File: src/rtl/pce_pkg.sv
// Shared types, constants and the polymod fold step for the checksum encoder.
// No dependencies.
package pce_pkg;

  localparam int CHECK_W = 40;
  localparam int SYM_W   = 5;

  // Work-queue depth between front and back.
  localparam int QDEPTH = 4;
  localparam int QPTR_W = $clog2(QDEPTH);
  localparam int QCNT_W = $clog2(QDEPTH + 1);

  // Generator terms of the 40-bit polymod.
  localparam logic [CHECK_W-1:0] GEN [SYM_W] = '{
    40'h98f2bc8e61, 40'h79b76d99e2, 40'hf33e5fb3c4,
    40'hae2eabe2a8, 40'h1e4f43e470
  };

  localparam logic [CHECK_W-1:0] CHECK_INIT = 40'h1;

  // Work kinds.
  localparam logic [1:0] OP_FOLD   = 2'd0;  // fold symbol, no output
  localparam logic [1:0] OP_EMIT   = 2'd1;  // fold symbol and emit it
  localparam logic [1:0] OP_FINISH = 2'd2;  // fold zeros, emit checksum

  typedef struct packed {
    logic [1:0]       kind;
    logic [SYM_W-1:0] sym;
  } entry_t;

  // One polymod step: shift in a symbol, reduce by the top five bits.
  function automatic logic [CHECK_W-1:0] pce_fold(input logic [CHECK_W-1:0] cv,
                                                  input logic [SYM_W-1:0]   sym);
    logic [SYM_W-1:0]   top;
    logic [CHECK_W-1:0] c;
    top = cv[CHECK_W-1 -: SYM_W];
    c   = {cv[CHECK_W-SYM_W-1:0], sym};
    for (int j = 0; j < SYM_W; j++) begin
      if (top[j]) begin
        c = c ^ GEN[j];
      end
    end
    return c;
  endfunction

endpackage

File: src/rtl/pce_front.sv
// Front end: accepts requests, tracks separator and bit regrouping, and
// turns each request into a short list of work entries. Uses pce_pkg.
module pce_front import pce_pkg::*; (
  input  logic       clk,
  input  logic       rst_n,
  input  logic       in_valid,
  output logic       in_ready,
  input  logic       in_cmd,
  input  logic [7:0] in_data_byte,
  input  logic       in_is_last,
  output logic       push_valid,
  output entry_t     push_entry,
  input  logic       q_full
);

  localparam int PEND_N = 5;  // separator, two symbols, pad, finish

  entry_t      pend_r   [PEND_N];
  entry_t      pend_nxt [PEND_N];
  logic [2:0]  pend_cnt_r, pend_cnt_nxt;
  logic        sep_r, sep_nxt;
  logic [3:0]  lb_r, lb_nxt;
  logic [2:0]  lc_r, lc_nxt;

  entry_t      list [PEND_N];
  logic [2:0]  n;
  logic        push, accept;
  logic [11:0] acc;
  logic [3:0]  bits, sh1, sh2;
  logic        two;
  logic [2:0]  new_lc;
  logic [3:0]  new_lb;
  logic [4:0]  sym1, sym2, pad;
  logic [11:0] lb_mask;

  assign push_valid = (pend_cnt_r != 3'd0);
  assign push_entry = pend_r[0];
  assign push       = push_valid && !q_full;
  assign in_ready   = (pend_cnt_r == 3'd0) || (pend_cnt_r == 3'd1 && !q_full);
  assign accept     = in_valid && in_ready;

  // Regrouping: 12-bit window of leftover bits and the new byte.
  always_comb begin
    acc     = {lb_r, in_data_byte};
    bits    = 4'(lc_r) + 4'd8;
    sh1     = bits - 4'd5;
    sh2     = bits - 4'd10;
    two     = (lc_r >= 3'd2);
    sym1    = 5'(acc >> sh1);
    sym2    = 5'(acc >> sh2);
    new_lc  = two ? (lc_r - 3'd2) : (lc_r + 3'd3);
    lb_mask = (12'd1 << new_lc) - 12'd1;
    new_lb  = 4'(acc & lb_mask);
    pad     = 5'({1'b0, new_lb} << (3'd5 - new_lc));
  end

  // Work list and state update for the presented request.
  always_comb begin
    for (int i = 0; i < PEND_N; i++) begin
      list[i] = '0;
    end
    n       = 3'd0;
    sep_nxt = sep_r;
    lb_nxt  = lb_r;
    lc_nxt  = lc_r;
    if (!in_cmd) begin
      if (!sep_r) begin
        list[0] = '{kind: OP_FOLD, sym: in_data_byte[4:0]};
        n       = 3'd1;
      end
    end else begin
      if (!sep_r) begin
        list[n] = '{kind: OP_FOLD, sym: 5'd0};
        n       = n + 3'd1;
      end
      list[n] = '{kind: OP_EMIT, sym: sym1};
      n       = n + 3'd1;
      if (two) begin
        list[n] = '{kind: OP_EMIT, sym: sym2};
        n       = n + 3'd1;
      end
      sep_nxt = 1'b1;
      lb_nxt  = new_lb;
      lc_nxt  = new_lc;
      if (in_is_last) begin
        if (new_lc != 3'd0) begin
          list[n] = '{kind: OP_EMIT, sym: pad};
          n       = n + 3'd1;
        end
        list[n] = '{kind: OP_FINISH, sym: 5'd0};
        n       = n + 3'd1;
        sep_nxt = 1'b0;
        lb_nxt  = 4'd0;
        lc_nxt  = 3'd0;
      end
    end
  end

  always_comb begin
    for (int i = 0; i < PEND_N; i++) begin
      pend_nxt[i] = pend_r[i];
    end
    pend_cnt_nxt = pend_cnt_r;
    if (push) begin
      for (int i = 0; i < PEND_N - 1; i++) begin
        pend_nxt[i] = pend_r[i+1];
      end
      pend_cnt_nxt = pend_cnt_r - 3'd1;
    end
    if (accept) begin
      for (int i = 0; i < PEND_N; i++) begin
        pend_nxt[i] = list[i];
      end
      pend_cnt_nxt = n;
    end
  end

  always_ff @(posedge clk) begin
    for (int i = 0; i < PEND_N; i++) begin
      pend_r[i] <= pend_nxt[i];
    end
    if (!rst_n) begin
      pend_cnt_r <= 3'd0;
      sep_r      <= 1'b0;
      lb_r       <= 4'd0;
      lc_r       <= 3'd0;
    end else begin
      pend_cnt_r <= pend_cnt_nxt;
      if (accept) begin
        sep_r <= sep_nxt;
        lb_r  <= lb_nxt;
        lc_r  <= lc_nxt;
      end
    end
  end

endmodule

File: src/rtl/pce_queue.sv
// Short FIFO of work entries between front and back end.
// Uses pce_pkg.
module pce_queue import pce_pkg::*; (
  input  logic   clk,
  input  logic   rst_n,
  input  logic   push,
  input  entry_t push_entry,
  output logic   full,
  input  logic   pop,
  output logic   empty,
  output entry_t head
);

  entry_t              mem_r [QDEPTH];
  logic [QPTR_W-1:0]   wr_ptr_r, rd_ptr_r;
  logic [QCNT_W-1:0]   cnt_r;
  logic                do_push, do_pop;

  assign full    = (cnt_r == QCNT_W'(QDEPTH));
  assign empty   = (cnt_r == '0);
  assign head    = mem_r[rd_ptr_r];
  assign do_push = push && !full;
  assign do_pop  = pop && !empty;

  always_ff @(posedge clk) begin
    if (do_push) begin
      mem_r[wr_ptr_r] <= push_entry;
    end
    if (!rst_n) begin
      wr_ptr_r <= '0;
      rd_ptr_r <= '0;
      cnt_r    <= '0;
    end else begin
      if (do_push) begin
        wr_ptr_r <= wr_ptr_r + QPTR_W'(1);
      end
      if (do_pop) begin
        rd_ptr_r <= rd_ptr_r + QPTR_W'(1);
      end
      if (do_push && !do_pop) begin
        cnt_r <= cnt_r + QCNT_W'(1);
      end else if (do_pop && !do_push) begin
        cnt_r <= cnt_r - QCNT_W'(1);
      end
    end
  end

endmodule

File: src/rtl/pce_back.sv
// Back end: runs the polymod, emits payload and checksum symbols through
// an output register. Uses pce_pkg.
module pce_back import pce_pkg::*; (
  input  logic             clk,
  input  logic             rst_n,
  input  logic             empty,
  input  entry_t           head,
  output logic             pop,
  output logic             out_valid,
  input  logic             out_ready,
  output logic [SYM_W-1:0] out_symbol,
  output logic             out_is_checksum,
  output logic             out_last_symbol
);

  localparam logic [1:0] ST_IDLE  = 2'd0;
  localparam logic [1:0] ST_ZFOLD = 2'd1;  // folding the eight zero symbols
  localparam logic [1:0] ST_CSUM  = 2'd2;  // shifting out the checksum

  logic [1:0]         state_r, state_nxt;
  logic [2:0]         cnt_r, cnt_nxt;
  logic [CHECK_W-1:0] cv_r, cv_nxt;
  logic               ov_r, ov_nxt;
  logic [SYM_W-1:0]   osym_r, osym_nxt;
  logic               ochk_r, ochk_nxt;
  logic               olast_r, olast_nxt;
  logic               out_free;

  assign out_free        = !ov_r || out_ready;
  assign out_valid       = ov_r;
  assign out_symbol      = osym_r;
  assign out_is_checksum = ochk_r;
  assign out_last_symbol = olast_r;

  always_comb begin
    state_nxt = state_r;
    cnt_nxt   = cnt_r;
    cv_nxt    = cv_r;
    ov_nxt    = ov_r && !out_ready;
    osym_nxt  = osym_r;
    ochk_nxt  = ochk_r;
    olast_nxt = olast_r;
    pop       = 1'b0;
    case (state_r)
      ST_IDLE: begin
        if (!empty) begin
          case (head.kind)
            OP_EMIT: begin
              if (out_free) begin
                pop       = 1'b1;
                cv_nxt    = pce_fold(cv_r, head.sym);
                ov_nxt    = 1'b1;
                osym_nxt  = head.sym;
                ochk_nxt  = 1'b0;
                olast_nxt = 1'b0;
              end
            end
            OP_FINISH: begin
              pop       = 1'b1;
              cnt_nxt   = 3'd0;
              state_nxt = ST_ZFOLD;
            end
            OP_FOLD: begin
              pop    = 1'b1;
              cv_nxt = pce_fold(cv_r, head.sym);
            end
            default: begin
              pop = 1'b1;
            end
          endcase
        end
      end
      ST_ZFOLD: begin
        cv_nxt  = pce_fold(cv_r, '0);
        cnt_nxt = cnt_r + 3'd1;
        if (cnt_r == 3'd7) begin
          cv_nxt    = pce_fold(cv_r, '0) ^ CHECK_INIT;
          state_nxt = ST_CSUM;
        end
      end
      ST_CSUM: begin
        if (out_free) begin
          ov_nxt    = 1'b1;
          osym_nxt  = cv_r[CHECK_W-1 -: SYM_W];
          ochk_nxt  = 1'b1;
          olast_nxt = (cnt_r == 3'd7);
          cv_nxt    = {cv_r[CHECK_W-SYM_W-1:0], {SYM_W{1'b0}}};
          cnt_nxt   = cnt_r + 3'd1;
          if (cnt_r == 3'd7) begin
            cv_nxt    = CHECK_INIT;
            state_nxt = ST_IDLE;
          end
        end
      end
      default: begin
        state_nxt = ST_IDLE;
      end
    endcase
  end

  always_ff @(posedge clk) begin
    osym_r  <= osym_nxt;
    ochk_r  <= ochk_nxt;
    olast_r <= olast_nxt;
    if (!rst_n) begin
      state_r <= ST_IDLE;
      cnt_r   <= 3'd0;
      cv_r    <= CHECK_INIT;
      ov_r    <= 1'b0;
    end else begin
      state_r <= state_nxt;
      cnt_r   <= cnt_nxt;
      cv_r    <= cv_nxt;
      ov_r    <= ov_nxt;
    end
  end

endmodule

File: src/rtl/polymod_checksum_payload_encoder.sv
// Top level of the polymod checksum payload encoder.
// Depends on pce_pkg, pce_front, pce_queue and pce_back.
//
//   channel  dir  handshake             payload
//   in_      in   in_valid / in_ready   in_cmd, in_data_byte, in_is_last
//   out_     out  out_valid / out_ready out_symbol, out_is_checksum, out_last_symbol
//
// Work: the front end pushes one work entry per cycle while the queue is not
// full; a payload byte gives 1 or 2 entries, one more for the first byte
// (separator fold) and up to two more for the final byte (pad symbol,
// checksum entry); a prefix gives 1, or none once the payload has begun.
// The back end takes one entry per cycle unless an emit waits on the output
// register or a checksum runs; the checksum entry then folds eight zeros and
// shifts out eight checksum symbols. Reset is synchronous, active low. Either
// side may stall: a 4-entry queue and the output register decouple the two sides.
module polymod_checksum_payload_encoder import pce_pkg::*; (
  input  logic             clk,
  input  logic             rst_n,
  input  logic             in_valid,
  output logic             in_ready,
  input  logic             in_cmd,
  input  logic [7:0]       in_data_byte,
  input  logic             in_is_last,
  output logic             out_valid,
  input  logic             out_ready,
  output logic [SYM_W-1:0] out_symbol,
  output logic             out_is_checksum,
  output logic             out_last_symbol
);

  // Front-to-queue and queue-to-back work entries.
  entry_t push_entry, head;
  logic   push_valid, q_full, q_empty, pop;

  // Front: classifies prefix/payload requests, regroups bytes to symbols,
  // drops prefix characters that arrive after the payload has started.
  pce_front u_front (
    .clk          (clk),
    .rst_n        (rst_n),
    .in_valid     (in_valid),
    .in_ready     (in_ready),
    .in_cmd       (in_cmd),
    .in_data_byte (in_data_byte),
    .in_is_last   (in_is_last),
    .push_valid   (push_valid),
    .push_entry   (push_entry),
    .q_full       (q_full)
  );

  // Queue: lets the front keep taking requests while the back emits.
  pce_queue u_queue (
    .clk        (clk),
    .rst_n      (rst_n),
    .push       (push_valid),
    .push_entry (push_entry),
    .full       (q_full),
    .pop        (pop),
    .empty      (q_empty),
    .head       (head)
  );

  // Back: 40-bit polymod, symbol output register, checksum sequencer.
  pce_back u_back (
    .clk             (clk),
    .rst_n           (rst_n),
    .empty           (q_empty),
    .head            (head),
    .pop             (pop),
    .out_valid       (out_valid),
    .out_ready       (out_ready),
    .out_symbol      (out_symbol),
    .out_is_checksum (out_is_checksum),
    .out_last_symbol (out_last_symbol)
  );

endmodule

File: config.mk
export PLATFORM = sky130hd
export DESIGN_NAME = polymod_checksum_payload_encoder
export DESIGN_NICKNAME = d
export VERILOG_FILES = /design/src/rtl/pce_pkg.sv /design/src/rtl/pce_front.sv /design/src/rtl/pce_queue.sv /design/src/rtl/pce_back.sv /design/src/rtl/polymod_checksum_payload_encoder.sv
export SDC_FILE = /design/constraint.sdc
export NUM_CORES = 1
export LEC_CHECK = 0
export ABC_CLOCK_PERIOD_IN_PS = 4200
export BUFFER_PORTS_ARGS = -buffer_cell sky130_fd_sc_hd__clkbuf_2
export CAP_MARGIN = 5
export CORE_ASPECT_RATIO = 0.7
export CORE_MARGIN = 2
export CORE_UTILIZATION = 50
export DETAILED_ROUTE_END_ITERATION = 8
export PLACE_DENSITY = 0.74
export SYNTH_ARGS = -nofsm -noshare
export SYNTH_HDL_FRONTEND = slang
export SYNTH_SLANG_ARGS = --single-unit
File: constraint.sdc
create_clock -name clk -period 4.2 [get_ports clk]
set_input_delay 0.21 -clock clk [delete_from_list [all_inputs] [get_ports clk]]
set_output_delay 0.21 -clock clk [all_outputs]
set_load 0.03 [all_outputs]
# --- Word level (Yosys, flattened, before mapping) ---
# Memory sizes are Yosys's and may differ from the RTL's. A register that Yosys moved wholly into a read port is not among the register bits.
# Index checks and enable logic that the tools add are counted.
classes:
  n_eq_ne: 16
  n_mux: 141
  order_cmp: 9
  add_sub_neg: 17
  bitwise: 27
  reduce_logical: 34
  shifts: 4
ops:
  columns: ["op", "n"]
  rows:
  - ["$mux W40", 57]
  - ["$mux W35", 7]
  - ["$mux W39", 4]
  - ["$mux W37", 4]
  - ["$pmux W40 S3", 1]
  - ["$bwmux W35", 3]
  - ["$not A25 Y25", 4]
  - ["$not A24 Y24", 4]
  - ["$demux W7 S3", 4]
  - ["$not A21 Y21", 4]
  - ["$pmux W40 S2", 1]
  - ["$not A19 Y19", 4]
  - ["$mux W28", 2]
  - ["$mux W3", 17]
  - ["$mux W7", 6]
  - ["$not A20 Y20", 2]
  - ["$and A30 B30 Y30", 1]
  - ["$not A30 Y30", 1]
  - ["$mux W5", 5]
  - ["$shr A12 B4 Y5", 2]
  - ["$add A3 B1 Y3 const B", 6]
  - ["$ge A4 B4 Y1 const B", 4]
  - ["$lt A4 B1 Y1 const B", 4]
  - ["$mux W1", 16]
  - ["other kinds (40)", 85]
totals:
  output_inout_bits: 9
  memories: 2
  regBits: 71
  wordCells: 264
  ramBits: 63
  in_bits: 14
memory_table:
  columns: ["memory", "words", "width", "read_ports", "rd_ports_with_merged_regs", "write_ports", "line_no", "text"]
  rows:
  - ["u_front.pend_r", 5, 7, 5, 0, 5, "pce_front.sv:18", "entry_t pend_r [PEND_N];"]
  - ["u_queue.mem_r", 4, 7, 1, 1, 1, "pce_queue.sv:14", "entry_t mem_r [QDEPTH];"]

# --- Depth between registers and ports, before layout ---
depth:
  ltp_word: 30
  mapped_depth: 16

# --- Cells and area by module ---
# A second synthesis with hierarchy kept.
unflattened:
  cells_unflattened: 849
  hier_area_um2: 8154.1
modules_own_cells:
  columns: ["mod", "cells_each", "n_inst", "seq_area_each_um2", "area_per_inst_um2"]
  rows:
  - ["pce_front", 402, 1, 1091.0, 3515.9]
  - ["pce_back", 362, 1, 1131.1, 3141.8]
  - ["pce_queue", 85, 1, 1021.0, 1496.4]

# --- Least setup slack after synthesis ---
# No wires, ideal clock.
synth_timing:
  kind: "register -> register"
  from: "register u_front.lc_r[1]"
  to: "memory u_front.pend_r[0][15] (netlist name), data pin"
  period_less_slack_ns: 3.082
  path_slack_ns: 1.118
  stages_incl_launch_ff: 17
  arrival_time_ns: 2.821
  cell_sequence: "dfxtp_1 -> buf_2 -> inv_1 -> ha_1 -> buf_2 -> nand3_1 -> o21a_1 -> nor3_2 -> inv_1 -> buf_2 -> ha_1 -> nand2b_1 -> a21oi_1 -> a21oi_1 -> nand2b_1 -> nor2_1 -> a221o_1"
synth_lines:
  columns: ["item", "line_no", "text"]
  rows:
  - ["start, declared", "pce_front.sv:23", "logic [2:0] lc_r, lc_nxt;"]
  - ["start signal, assigned", "pce_front.sv:132", "lc_r <= lc_nxt;"]
  - ["end, declared", "pce_front.sv:18", null]

==> impl_metrics.env <==
export IMPL_status="completed"
export IMPL_firstDrtPassIters=8
export IMPL_synth_cell_types=82
export IMPL_cts_root_buf="clkbuf_16"
export IMPL_cp_cell_sequence="inv_1, ha_1, inv_1, buf_4, nor2_1, inv_1, ha_1, nor3_1, nand2_1, a31oi_1, nor4b_1, o21ai_0, o211ai_1"
export IMPL_grt_ovfl_total=0
export IMPL_critPathMostFrequentCell="inv_1"
export IMPL_holdBufCountCts=0
export IMPL_synth_area_um2=8010
export IMPL_ys_seq_area_share_pct=40.5
export IMPL_via_per_inst=6.36
export IMPL_ys_dominant_reg_cell="dfxtp_1"
export IMPL_post_layout_nonfiller_instances=1059
export IMPL_clock_sinks=130
export IMPL_postLayoutSetupSlackWorst_ns=0.383
export IMPL_synth_area_leaders="edfxtp_1 24%, dfxtp_1 16%, nor2_1 4.5%, mux4_2 4.2%, ha_1 3.7%"
export IMPL_irDropWorstVdd_v=0.000906
export IMPL_drt_iter0_drc=973
export IMPL_max_freq_mhz=262
export IMPL_grt_max_degree=80
export IMPL_path_class="register to register"
export IMPL_powerDensity_nw_per_um2=854
export IMPL_dp_cells=1027
export IMPL_path_delay_family="simple AND/OR/NAND/NOR gates"
export IMPL_max_slew_margin_rel_pct=41.0
export IMPL_ctsResizeCount=0
export IMPL_cts_max_level=4
export IMPL_final_setup_viol_count=0
export IMPL_crit_fanout=12
export IMPL_routed_wl_um=21100
export IMPL_power_frac_comb_pct=51.0
export IMPL_post_cts_buffers=0
export IMPL_rows=38
export IMPL_cp_start_kind="register"
export IMPL_critPathMaxStageDelay_ns=0.61
export IMPL_period_minus_slack_ns=3.82
export IMPL_vias=6738
export IMPL_synth_most_common_cell="nor2_1"
export IMPL_nNetsFinal=885
export IMPL_critPathSlowestCell="ha_1"
export IMPL_hold_viol=0
export IMPL_clk_pin_slew_ns=0.07
export IMPL_synth_nets=884
export IMPL_syn_area_per_cell_um2=9.48
export IMPL_port_buffers=22
export IMPL_num_io_pins=23
export IMPL_clockBufferDepth=2
export IMPL_p_seq_share_pct=29.8
export IMPL_tritoncts="built"
export IMPL_synth_edf_count=64
export IMPL_ys_top_cells_by_count="97 x nor2_1, 75 x nand2_1, 66 x dfxtp_1, 64 x edfxtp_1, 58 x a21oi_1"
export IMPL_power_share_clock_pct=19.2
export IMPL_ys_async_sr_fraction_pct=0
export IMPL_p_leak_nw=3.33
export IMPL_synthCells=845
export IMPL_p_int_mw=4.25
export IMPL_globalplace_congestion=1.02
export IMPL_yosys_warnings=0
export IMPL_die_x_um=155
export IMPL_utilization_pct=56.7
export IMPL_slew_viol_final=0
export IMPL_cp_required_ns=4.47
export IMPL_dp_hpwl_um=14900
export IMPL_dieArea_um2=17100
export IMPL_synth_top_area_cell="edfxtp_1"
export IMPL_synth_top_area_share_pct=24.0
export IMPL_path_buf_inv=4
export IMPL_wl_per_cell_um=19.9
export IMPL_worst_pin_slew_ns=0.885
export IMPL_r2r_slack_ns=0.38
export IMPL_cp_arrival_ns=4.09
export IMPL_dp_slack_ns=0.442
export IMPL_track_usage_pct=25.9
export IMPL_critPathCaptureType="register"
export IMPL_ys_seq_elements=130
export IMPL_hp_class="input port to register"
export IMPL_cts_inserted_buffers=17
export IMPL_grt_pass1_wl_um=33700
export IMPL_grt_pass1_vias=6065
export IMPL_insertedDiodeCount=0
export IMPL_core_um2=15600
export IMPL_antenna_found_initial=0
export IMPL_ant_nets=0
export IMPL_swShare_pct=43.7
export IMPL_fillerInstances=1344
export IMPL_fin_skew_ns=0.0178
export IMPL_finalCritPeriodShare_pct=90.9
export IMPL_die_h_um=110
export IMPL_start_util_pct=51.4
export IMPL_drive_gt1_share_pct=15.1
export IMPL_syn_to_final_growth_pct=10.4
export IMPL_drc=0
export IMPL_clk_latency_ns=0.43
export IMPL_rsz0062_at_grt="no"
export IMPL_tns_ns=0
export IMPL_switchingPower_mw=3.30
export IMPL_cap_violations=0
stage by stage:
stage / hold WS, ns / power [mW] / instance area (um2)
2_1_floorplan: 0.348 / 5.17 / 8010
3_3_place_gp: 0.470 / 5.96 / 8270
3_5_place_dp: 0.478 / 6.03 / 8270
4_1_cts: 0.174 / 7.51 / 8840
5_1_grt: 0.205 / 8.07 / 8840
6_report: 0.212 / 7.55 / 8840
final cells by class:
type / instances / area [um2] / area share (%)
clock inverters: 14 / 144 / 1.63
repair buffers: 43 / 280 / 3.17
multi-input cells: 632 / 4410 / 49.9
clock buffers: 18 / 429 / 4.85
flip-flops and latches: 130 / 3240 / 36.7
well taps: 200 / 250 / 2.83
inverters: 22 / 82.6 / 0.934
cell usage in the layout, fill, tap and decap left out, types with 8 or more instances in the layout:
master / Yosys / final
nor2_1: 97 / 97
nand2_1: 75 / 75
dfxtp_1: 66 / 66
edfxtp_1: 64 / 64
a21oi_1: 58 / 58
o21ai_0: 38 / 38
a211oi_1: 25 / 25
ha_1: 24 / 24
nand3_1: 23 / 23
mux2i_1: 22 / 22
clkbuf_2: 0 / 22
nor3_1: 20 / 20
buf_4: 4 / 20
inv_1: 19 / 19
xnor2_1: 18 / 18
clkbuf_16: 0 / 17
xor2_1: 16 / 16
mux4_2: 15 / 15
nand2b_1: 11 / 11
mux2_2: 11 / 11
o211a_1: 10 / 10
or3_1: 10 / 10
nor2b_1: 9 / 9
and2_1: 8 / 8
o211ai_1: 8 / 8
worst paths after layout:
| kind | startpoint | to | depth (start not counted) |
|---|---|---|---|
| min | in_data_byte[0] | u_front.lb_r[0] | 3 |
| min reg2reg | u_back.cnt_r[1] | u_back.cnt_r[1] | 2 |
| max reg2reg | u_front.lc_r[1] | u_front.pend_r[0][17] | 13 |
| max | u_front.lc_r[1] | u_front.pend_r[0][17] | 13 |
sequential cells by signal, indices dropped and copies added, names as in the netlist, 2 cells and up, named ones only:
name / cells
u_queue.rd_ptr_r: 2
u_front.lc_r: 3
u_back.cnt_r: 3
u_front.pend_r: 29
u_back.cv_r: 40
u_queue.wr_ptr_r: 2
u_front.lb_r: 4
u_queue.mem_r: 28
u_back.state_r: 2
u_front.pend_cnt_r: 3
u_back.out_symbol: 5
u_queue.cnt_r: 3
cell families (layout without fill, tap and decap cells):
family | Yosys count | count (layout) | share of synthesized area (%)
xor gates and xnor gates | 37 | 37 | 4.47
and+or+nand+nor | 289 | 289 | 17.1
buffers and inverters | 83 | 97 | 4.45
DFF | 130 | 130 | 40.5
muxes | 48 | 48 | 8.51
adders and majority gates | 25 | 25 | 4.00
AOI/OAI and AO/OA | 233 | 233 | 21.0
power by group through the flow:
stage	clock, mW	sequential (mW)	combinational, mW
finish	1.45	2.25	3.85
global route	1.53	2.31	4.23
CTS	1.47	2.25	3.79
detailed placement	0	2.27	3.76
global placement	0	2.25	3.70
floorplan	0	2.18	3.00
metal layers:
layer  GRT usage, %  wire, um
met5              0         0
met2           35.0      8380
met4           8.32       432
met3           8.75      2490
met1           38.4      9830
worst min-delay path, stage by stage:
cell	delay, ns
clkbuf_2	0.16
nand4b_1	0.14
a21oi_1	0.07
(Power assumes the default switching activity.)
